`config.mk`:
```
export PLATFORM = sky130hd
export DESIGN_NAME = keyed_record_list_table
export DESIGN_NICKNAME = d
export VERILOG_FILES = /design/src/rtl/krlt_pkg.sv /design/src/rtl/keyed_record_list_table.sv
export VERILOG_INCLUDE_DIRS = /design/src /design/src/rtl
export SDC_FILE = /design/constraint.sdc
export NUM_CORES = 2
export LEC_CHECK = 0
export BUFFER_PORTS_ARGS = -buffer_cell sky130_fd_sc_hd__buf_2
export CAP_MARGIN = 20
export CELL_PAD_IN_SITES_DETAIL_PLACEMENT = 1
export CELL_PAD_IN_SITES_GLOBAL_PLACEMENT = 1
export CORE_UTILIZATION = 50
export CTS_BUF_LIST = sky130_fd_sc_hd__clkbuf_4 sky130_fd_sc_hd__clkbuf_8
export CTS_CLUSTER_DIAMETER = 80
export DETAILED_ROUTE_END_ITERATION = 10
export PLACE_DENSITY_LB_ADDON = 0.15
export SLEW_MARGIN = 40
export SYNTH_ARGS = -nofsm -noshare
export SYNTH_HDL_FRONTEND = slang
export SYNTH_SLANG_ARGS = --single-unit
```
`constraint.sdc`:
```
create_clock -name clk -period 7.3 [get_ports clk]
set_input_delay 0.365 -clock clk [delete_from_list [all_inputs] [get_ports clk]]
set_output_delay 0.365 -clock clk [all_outputs]
set_load 0.01 [all_outputs]
```
`src/rtl/assert_macros.svh`:
```
// Assertion helpers, clocked on clk and disabled during rst.
`ifndef ASSERT_MACROS_SVH
`define ASSERT_MACROS_SVH

// Condition that holds at every clock edge.
`define KRLT_CHECK(name, expr, msg) \
  name: assert property (@(posedge clk) disable iff (rst) (expr)) else $error(msg);

// Same-cycle implication.
`define KRLT_IMPLY(name, ante, cons, msg) \
  name: assert property (@(posedge clk) disable iff (rst) (ante) |-> (cons)) else $error(msg);

// Next-cycle implication.
`define KRLT_NEXT(name, ante, cons, msg) \
  name: assert property (@(posedge clk) disable iff (rst) (ante) |=> (cons)) else $error(msg);

`endif

```
`src/rtl/krlt_pkg.sv`:
```
`default_nettype none

package krlt_pkg;

  localparam int DEPTH = 32;
  localparam int AW    = $clog2(DEPTH);
  localparam int CW    = $clog2(DEPTH + 1);

  localparam logic [CW-1:0] DEPTH_C = CW'(DEPTH);
  localparam logic [CW-1:0] ONE_C   = CW'(1);

  typedef enum logic [2:0] {
    CMD_INSERT  = 3'd0,
    CMD_SEARCH  = 3'd1,
    CMD_DELETE  = 3'd2,
    CMD_MAX     = 3'd3,
    CMD_REVERSE = 3'd4,
    CMD_DUMP    = 3'd5
  } cmd_t;

  typedef enum logic [1:0] {
    STAT_OK        = 2'd0,
    STAT_NOT_FOUND = 2'd1,
    STAT_FULL      = 2'd2,
    STAT_EMPTY     = 2'd3
  } status_t;

  typedef struct packed {
    logic [31:0] key;
    logic [31:0] name;
    logic [15:0] grade;
  } record_t;

  function automatic logic [AW-1:0] ptr_inc(input logic [AW-1:0] p);
    logic [AW-1:0] r;
    if (p == AW'(DEPTH - 1)) begin
      r = '0;
    end else begin
      r = p + AW'(1);
    end
    return r;
  endfunction

  function automatic logic [AW-1:0] ptr_dec(input logic [AW-1:0] p);
    logic [AW-1:0] r;
    if (p == '0) begin
      r = AW'(DEPTH - 1);
    end else begin
      r = p - AW'(1);
    end
    return r;
  endfunction

  // Ring address base + offset; offset stays below DEPTH where it is used.
  function automatic logic [AW-1:0] ptr_add(input logic [AW-1:0] p, input logic [CW-1:0] ofs);
    logic [CW:0] s;
    s = {{(CW + 1 - AW){1'b0}}, p} + {1'b0, ofs};
    if (s >= (CW + 1)'(DEPTH)) begin
      s = s - (CW + 1)'(DEPTH);
    end
    return s[AW-1:0];
  endfunction

endpackage

`default_nettype wire

```
`src/rtl/keyed_record_list_table.sv`:
```
`default_nettype none
// Keyed record table: an ordered list of up to 32 records (key, name handle,
// grade), front to back, with insert, search, delete, max, reverse and dump.
// Command channel: command, key_id, name_ref and grade transfer at a rising
// edge with start high and busy low. Results come out on status, rec_id,
// rec_name_ref, rec_grade and last, each valid for one cycle with
// result_valid high; the receiver cannot stall and must take every one.
// Command flow, n = records held:
//   insert, reverse, and any command on an empty table: result in the cycle
//   after the transfer, busy never rises, next command the cycle after.
//   search/max: records live in one ring buffer with a read and a write
//   port, read one entry per cycle; a result at match position p (or n-1
//   for max) is registered from that entry's read data, busy drops with it.
//   dump: n results on consecutive cycles.
//   delete: as search, then the ring entries past the hit move down one per
//   cycle, m = n-1-p of them in front-to-back order and p after a reverse;
//   busy stays high from the result through the last move.
// Unknown command codes are dropped. Reset empties the table and restores
// front-to-back order; the record memory itself is not cleared.

`include "assert_macros.svh"

module keyed_record_list_table (
  input  wire logic        clk,
  input  wire logic        rst,
  input  wire logic        start,
  output logic             busy,
  input  wire logic [2:0]  command,
  input  wire logic [31:0] key_id,
  input  wire logic [31:0] name_ref,
  input  wire logic [15:0] grade,
  output logic             result_valid,
  output logic [1:0]       status,
  output logic [31:0]      rec_id,
  output logic [31:0]      rec_name_ref,
  output logic [15:0]      rec_grade,
  output logic             last
);

  typedef enum logic [1:0] {
    ST_IDLE,
    ST_SCAN,
    ST_SHIFT
  } state_t;

  state_t state;

  krlt_pkg::record_t mem [krlt_pkg::DEPTH];
  krlt_pkg::record_t rd_data;
  krlt_pkg::record_t best;
  krlt_pkg::record_t ins_rec;
  krlt_pkg::record_t max_rec;
  krlt_pkg::cmd_t    op;

  logic [krlt_pkg::AW-1:0] base;
  logic [krlt_pkg::AW-1:0] scan_addr;
  logic [krlt_pkg::AW-1:0] pend_addr;
  logic [krlt_pkg::AW-1:0] sh_rd;
  logic [krlt_pkg::AW-1:0] wr_pend_addr;
  logic [krlt_pkg::AW-1:0] ins_addr;
  logic [krlt_pkg::AW-1:0] front_addr;
  logic [krlt_pkg::AW-1:0] mem_waddr;
  logic [krlt_pkg::AW-1:0] mem_raddr;
  logic [krlt_pkg::CW-1:0] count;
  logic [krlt_pkg::CW-1:0] issue_idx;
  logic [krlt_pkg::CW-1:0] pend_idx;
  logic [krlt_pkg::CW-1:0] moves_left;
  logic [31:0]             key_q;
  logic                    flipped;
  logic                    pend_valid;
  logic                    wr_pend;
  logic                    mem_we;
  krlt_pkg::record_t       mem_wdata;
  logic                    scan_hit;
  logic                    scan_end;

  assign busy = (state != ST_IDLE);

  // Ring layout: physical base .. base+count-1; flipped puts the front at the top end.
  assign ins_rec    = '{key: key_id, name: name_ref, grade: grade};
  assign ins_addr   = flipped ? krlt_pkg::ptr_add(base, count) : krlt_pkg::ptr_dec(base);
  assign front_addr = flipped ? krlt_pkg::ptr_add(base, count - krlt_pkg::ONE_C) : base;

  assign scan_hit = (rd_data.key == key_q);
  assign scan_end = (pend_idx == count - krlt_pkg::ONE_C);
  assign max_rec  = (pend_idx == '0 || rd_data.grade > best.grade) ? rd_data : best;

  always_comb begin
    mem_we    = 1'b0;
    mem_waddr = ins_addr;
    mem_wdata = ins_rec;
    mem_raddr = scan_addr;
    if (state == ST_SHIFT) begin
      mem_we    = wr_pend;
      mem_waddr = wr_pend_addr;
      mem_wdata = rd_data;
      mem_raddr = sh_rd;
    end else if (state == ST_IDLE && start && command == krlt_pkg::CMD_INSERT &&
                 count != krlt_pkg::DEPTH_C) begin
      mem_we = 1'b1;
    end
  end

  always_ff @(posedge clk) begin
    if (mem_we) begin
      mem[mem_waddr] <= mem_wdata;
    end
    rd_data <= mem[mem_raddr];
  end

  always_ff @(posedge clk) begin
    if (rst) begin
      state        <= ST_IDLE;
      count        <= '0;
      base         <= '0;
      flipped      <= 1'b0;
      result_valid <= 1'b0;
      pend_valid   <= 1'b0;
      wr_pend      <= 1'b0;
    end else begin
      result_valid <= 1'b0;
      pend_valid   <= 1'b0;
      wr_pend      <= 1'b0;
      unique case (state)
        ST_IDLE: begin
          if (start) begin
            op        <= krlt_pkg::cmd_t'(command);
            key_q     <= key_id;
            scan_addr <= front_addr;
            issue_idx <= '0;
            last      <= 1'b1;
            unique case (command)
              krlt_pkg::CMD_INSERT: begin
                result_valid <= 1'b1;
                if (count == krlt_pkg::DEPTH_C) begin
                  status       <= krlt_pkg::STAT_FULL;
                  rec_id       <= '0;
                  rec_name_ref <= '0;
                  rec_grade    <= '0;
                end else begin
                  status       <= krlt_pkg::STAT_OK;
                  rec_id       <= key_id;
                  rec_name_ref <= name_ref;
                  rec_grade    <= grade;
                  count        <= count + krlt_pkg::ONE_C;
                  if (!flipped) begin
                    base <= ins_addr;
                  end
                end
              end
              krlt_pkg::CMD_SEARCH, krlt_pkg::CMD_DELETE,
              krlt_pkg::CMD_MAX, krlt_pkg::CMD_DUMP: begin
                if (count == '0) begin
                  result_valid <= 1'b1;
                  status       <= krlt_pkg::STAT_EMPTY;
                  rec_id       <= '0;
                  rec_name_ref <= '0;
                  rec_grade    <= '0;
                end else begin
                  state <= ST_SCAN;
                end
              end
              krlt_pkg::CMD_REVERSE: begin
                flipped      <= ~flipped;
                result_valid <= 1'b1;
                status       <= krlt_pkg::STAT_OK;
                rec_id       <= '0;
                rec_name_ref <= '0;
                rec_grade    <= '0;
              end
              default: begin
              end
            endcase
          end
        end

        ST_SCAN: begin
          // Issue one read per cycle, front to back.
          if (issue_idx != count) begin
            pend_valid <= 1'b1;
            pend_idx   <= issue_idx;
            pend_addr  <= scan_addr;
            issue_idx  <= issue_idx + krlt_pkg::ONE_C;
            scan_addr  <= flipped ? krlt_pkg::ptr_dec(scan_addr) : krlt_pkg::ptr_inc(scan_addr);
          end
          if (pend_valid) begin
            unique case (op)
              krlt_pkg::CMD_DUMP: begin
                result_valid <= 1'b1;
                status       <= krlt_pkg::STAT_OK;
                rec_id       <= rd_data.key;
                rec_name_ref <= rd_data.name;
                rec_grade    <= rd_data.grade;
                last         <= scan_end;
                if (scan_end) begin
                  state      <= ST_IDLE;
                  pend_valid <= 1'b0;
                end
              end
              krlt_pkg::CMD_MAX: begin
                best <= max_rec;
                if (scan_end) begin
                  result_valid <= 1'b1;
                  status       <= krlt_pkg::STAT_OK;
                  rec_id       <= max_rec.key;
                  rec_name_ref <= max_rec.name;
                  rec_grade    <= max_rec.grade;
                  state        <= ST_IDLE;
                  pend_valid   <= 1'b0;
                end
              end
              default: begin
                if (scan_hit) begin
                  result_valid <= 1'b1;
                  status       <= krlt_pkg::STAT_OK;
                  rec_id       <= rd_data.key;
                  rec_name_ref <= rd_data.name;
                  rec_grade    <= rd_data.grade;
                  pend_valid   <= 1'b0;
                  if (op == krlt_pkg::CMD_DELETE) begin
                    // Close the gap: pull every later ring entry down by one.
                    state      <= ST_SHIFT;
                    sh_rd      <= krlt_pkg::ptr_inc(pend_addr);
                    moves_left <= flipped ? pend_idx : count - krlt_pkg::ONE_C - pend_idx;
                  end else begin
                    state <= ST_IDLE;
                  end
                end else if (scan_end) begin
                  result_valid <= 1'b1;
                  status       <= krlt_pkg::STAT_NOT_FOUND;
                  rec_id       <= '0;
                  rec_name_ref <= '0;
                  rec_grade    <= '0;
                  state        <= ST_IDLE;
                  pend_valid   <= 1'b0;
                end
              end
            endcase
          end
        end

        ST_SHIFT: begin
          if (moves_left != '0) begin
            wr_pend      <= 1'b1;
            wr_pend_addr <= krlt_pkg::ptr_dec(sh_rd);
            sh_rd        <= krlt_pkg::ptr_inc(sh_rd);
            moves_left   <= moves_left - krlt_pkg::ONE_C;
          end else if (!wr_pend) begin
            count <= count - krlt_pkg::ONE_C;
            state <= ST_IDLE;
          end
        end

        default: begin
          state <= ST_IDLE;
        end
      endcase
    end
  end

  `KRLT_CHECK(a_count_max, count <= krlt_pkg::DEPTH_C, "entry count above capacity")
  `KRLT_IMPLY(a_scan_bound, state == ST_SCAN, issue_idx <= count, "scan ran past the last entry")
  `KRLT_NEXT(a_dump_burst, result_valid && !last, result_valid, "dump burst broke off")
  `KRLT_IMPLY(a_full_status, result_valid && status == krlt_pkg::STAT_FULL,
              count == krlt_pkg::DEPTH_C, "full reported below capacity")

endmodule

`default_nettype wire

```
* Word level (Yosys, flattened, before mapping)
Memory sizes are Yosys's and may differ from the RTL's. A register that Yosys moved wholly into a read port is not among the register bits. Cells that the tools add are included.
Storage, ports and cells: register bits after elaboration 253, memory bits (writable) 2560, input port bits 86, output and inout port bits 85, logic and storage cells 227, memories 1
Memory list:
- mem | depth 32, bits a word 80, read ports 1, clocked after Yosys merged registers in 1, write ports 1, line keyed_record_list_table.sv:48 | krlt_pkg::record_t mem [krlt_pkg::DEPTH];
Operators by class: add/subtract/negate cells 15, $lt $le $gt $ge 3, equal/unequal tests 36, mux-type cells 110, bitwise logic cells 5, reduce and logical (&&, ||, !) cells 33
Operators with widths (count):
- $mux 32 | 12
- $pmux 32 s2 | 4
- $pmux 32 s3 | 2
- $mux 80 | 2
- $mux 16 | 7
- $mux 5 | 19
- $mux 6 | 13
- $pmux 16 s2 | 2
- $pmux 16 s3 | 1
- $pmux 6 s2 | 3
- $mux 2 | 17
- $eq 32x32->1 | 1
- $sub 5x1->5 const B | 5
- $ne 2x2->1 const B | 11
- $pmux 5 s2 | 2
- $mux 1 | 18
- $gt 16x16->1 | 1
- $add 5x1->5 const B | 3
- $eq 5x5->1 const B | 3
- $logic_not 5->1 | 3
- $add 5x6->7 | 2
- $ge 7x6->1 const B | 2
- $add 6x1->6 const B | 2
- $eq 3x2->1 const B | 4
- other kinds (33) | 63

* Depth between registers and ports, before layout
word-level depth 8, mapped depth 13, mapped depth without buffers 11

* Worst setup path before layout
OpenSTA, ideal clock, no wires.
path kind register to register, start point register state[0], end point register best[0] (netlist bit) (enable), library setup time 0.616 ns, data arrival time 6.447 ns, required time 6.684 ns, path slack 0.237 ns, stages on the path, launching flop included 6, buffers on the path 2, clock period less this slack 7.063 ns, path through dfxtp_1 -> clkbuf_1 -> nor2b_1 -> clkbuf_1 -> nand2_1 -> nor3_1
On the way: word-level cells in the longest chain between the ends 2
Ends and longest elaborated chain:
- from (decl) | line keyed_record_list_table.sv:46 | state_t state;
- from (signal assigned) | line keyed_record_list_table.sv:113 | state <= ST_IDLE;
- from (signal assigned) | line keyed_record_list_table.sv:160 | state <= ST_SCAN;
- from (signal assigned) | line keyed_record_list_table.sv:196 | state <= ST_IDLE;
- $eq 2x1->1 | line keyed_record_list_table.sv:124 | unique case (state)
- $reduce_and 4->1 (no line)
- to (signal assigned) | line keyed_record_list_table.sv:201 | best <= max_rec;
- to (decl) | line keyed_record_list_table.sv:50 | krlt_pkg::record_t best;
Every way passes these cells. A chain may end at the register's enable or synchronous reset.

* Worst setup path after layout
start point register state[1], end point register rd_data[13] (netlist name)
On the way: word-level cells in the longest chain between the ends 2
Ends and longest elaborated chain:
- $eq 2x2->1 | line keyed_record_list_table.sv:93 | if (state == ST_SHIFT) begin
- $mux 5 | line keyed_record_list_table.sv:93
Every way passes these cells.

==> run summary <==
Final WL: 360 mm
Wire per inst: 31.8 um
Grt peak-use layer: met2
Vias in the first global route: 75000
Mapped Area: 115000 um2
Grt met2 use: 50.7%
Most frequent cells in the layout: edfxtp_1 (2796), nand2_1 (1177), a21oi_1 (666)
Worst hold path type: in2reg
Met3 GRT Util: 5.17%
Inst Count DP: 10300
Reg2reg end: rd_data[13]$_DFF_P_
Worst path max stage delay: 700 ps
Commonest non-fill, non-tap cell in the layout: edfxtp_1
Seq. cell area: 85900 um2
Clk_lat worst skew: 1150 ps
Non-filler cells, final: 11300
Synth warn: 0
Initial antenna violation count: 7
Netlist cell types: 70
H-tree lvl count: 5
Grt met1 use: 42.0%
IR drop worst, VDD: 0.204 mV
Worst EP arrival: 5770 ps
Power Dens Cells: 268 nW/um2
I/O Pins: 171
DR vias: 72500
Clk_skew: 68.1 ps
Critical Path Start Type: flop
Die area: 231000 um2
CTS tree: built
Clk sink count: 2893
Layout Utilization: 57.5%
Synth async-reset ratio: 0%
Critical path type: reg2reg
Worst r2r src: state[1]$_SDFFE_PP0P_
Tmin final: 4800 ps
Avg Cell Area, Syn: 15.3 um2
F_max: 208 MHz
Critical Path End Type: flop
Initial Util: 50.4%
Design area: 131000 um2
Post-DRT Antenna Nets: 0
Reg2reg path depth: 8
Die H: 481 um
Peak fanout along the critical path: 54
DRT iter0 DRCs: 7957
Inserted Clock Buffers: 474
RD Place Congestion: 0.772
Max Root-Sink Buffers: 4
Crit path from: state[1]$_SDFFE_PP0P_
Delay-heaviest family, CP: buffers and inverters
Die width: 481 um
Final setup vio count: 0
Nets: 8033
Clk Tree Root Cell: clkbuf_8
Footprint of the multi-input gates: 27000 um2
Final hold violations: 0
Required time of the critical path: 8270 ps
Part of the cycle the worst path needs: 65.8%
Setup TNS Final: 0 ps
Core ar.: 227000 um2
Largest net degree at the start of global routing: 133
Post-CTS sizing: 0
Crit-path most repeated cell: buf_4
Relative slew slack: 37.9%
Post-synth EDFFs: 2796
First-pass GRT wire length: 517 mm
Final Max Tran Viols: 0
Synthesis-to-finish area growth: 14.2%
Synth Flop Type: edfxtp_1
Gr usage total: 31.0%
Leak: 44.4 nW
First-pass detailed-route iteration total: 6
Drc violations: 0
Postcts setup bufs: 0
Worst path slowest cell: buf_4
Final worst setup slack: 2500 ps
Hold path start: key_id[6]
Final Power: 35.1 mW
Placement Cell Area: 120000 um2
Sequential fraction of the synthesis area: 75.0%
CP cell instances: nor2b_4 > buf_4 > mux2_8 > buf_4 > nand3_1 > o32ai_1 > a211oi_1 > a31oi_2
Status: completed
Critical path buffers and inverters: 2
FF-to-FF setup slack: 2500 ps
Synth Net Count: 7611
Fillers: 21000
Worst-Margin Slew: 931 ps
DPL Wire Length: 183 mm
Mapped Cells: 7479
Pre-CTS setup slack: 2590 ps
Row cnt: 175
RSZ-0062 raised after global routing: false
Min-Delay Path Depth: 2
GR Overflow Total: 0
Max cap viols: 0
Final hold slack: 84.2 ps
DR vias/cell: 6.42
Ratio of cells with drive above 1 in the final layout: 17.6%
Clock slew at reported path FFs: 70 ps
Buffers added on ports: 170
#FFs+latches synth: 2893
Min-Delay Endpoint: key_q[6]$_DFFE_PP_
repair_timing:
item	CTS	global route
hold buffers	111	0
endpoints found under the setup margin	0	0
hold endpoints to repair	587	0
cell families after synthesis:
logic type                 after synthesis  synth area share, %
DFF                                   2893                 75.0
xor gates and xnor gates                73                0.558
and+or+nand+nor                       1615                 5.67
AOI/OAI and AO/OA                     1726                 9.97
adders and majority gates               46                0.522
muxes                                  575                 6.23
buffers and inverters                  551                 2.06
sequential cells by signal, indices dropped and copies added (netlist names), 2 cells and up:
| signal | flops |
|---|---|
| base | 5 |
| best | 80 |
| count | 6 |
| issue_idx | 6 |
| key_q | 32 |
| mem | 2560 |
| moves_left | 6 |
| op | 3 |
| pend_addr | 5 |
| pend_idx | 6 |
| rd_data | 80 |
| rec_grade | 16 |
| rec_id | 32 |
| rec_name_ref | 32 |
| scan_addr | 5 |
| sh_rd | 5 |
| state | 2 |
| status | 2 |
| wr_pend_addr | 5 |
worst register-to-register path, delay by kind of cell (launching register included):
| family | cells | cell delay, ps |
|---|---|---|
| multiplexers | 1 | 700 |
| AO/OA/AOI/OAI | 3 | 970 |
| flip-flops | 1 | 570 |
| buffers and inverters | 2 | 1350 |
| AND/OR/NAND/NOR | 2 | 1030 |
cells in the mapped netlist (19+ instances only):
master | count | share of area (%)
o21ai_0 | 186 | 0.81
inv_1 | 39 | 0.13
a221o_1 | 80 | 0.70
a21oi_1 | 666 | 2.9
nor2_1 | 94 | 0.31
a31oi_1 | 105 | 0.57
edfxtp_1 | 2796 | 73
mux2i_1 | 403 | 3.5
a22o_1 | 83 | 0.63
xor2_1 | 19 | 0.15
a21o_1 | 72 | 0.47
a32oi_1 | 80 | 0.61
ha_1 | 43 | 0.47
o221ai_1 | 76 | 0.58
a221oi_1 | 218 | 1.7
clkbuf_1 | 285 | 0.93
xnor2_1 | 54 | 0.41
buf_2 | 141 | 0.62
a211oi_1 | 19 | 0.12
nor3_1 | 21 | 0.092
o22ai_1 | 76 | 0.42
nand2_1 | 1260 | 4.1
dfxtp_1 | 97 | 1.7
nand3_1 | 169 | 0.74
buf_1 | 62 | 0.20
mux4_2 | 101 | 2.0
mux2_2 | 67 | 0.66
report_power, final:
group	total (mW)	internal, mW	switching (mW)
logic	2.19	0.707	1.49
registers	18.5	18.4	0.158
clock network	14.3	7.90	6.45
per-layer routing:
layer	part of all wire, %	vias to the layer above
li1	-	30100
met3	8.3	680
met5	0.011	-
met1	40	38300
met2	48	3454
met4	3.5	2
worst max-delay path by stage:
stage / slack, ps / end / cells after the start
2_1_floorplan: 240 / best[0]$_DFFE_PP_ / 5
3_5_place_dp: 2590 / mem[17][56]$_DFFE_PP_ / 11
6_report: 2500 / rd_data[13]$_DFF_P_ / 8
4_1_cts: 2540 / mem[17][53]$_DFFE_PP_ / 11
3_3_place_gp: 2370 / rd_data[13]$_DFF_P_ / 8
5_1_grt: 2430 / mem[6][68]$_DFFE_PP_ / 8
area by class of cell:
cell class              instances  area share, %
diodes                          2        0.00383
clock buffers                 733           6.81
clock inverters               128          0.548
inverters                      39          0.112
multi-input cells            4035           20.6
flip-flops and latches       2893           65.7
well taps                    3009           2.88
repair buffers                458           3.32
Power figures use the tool's default switching activity.
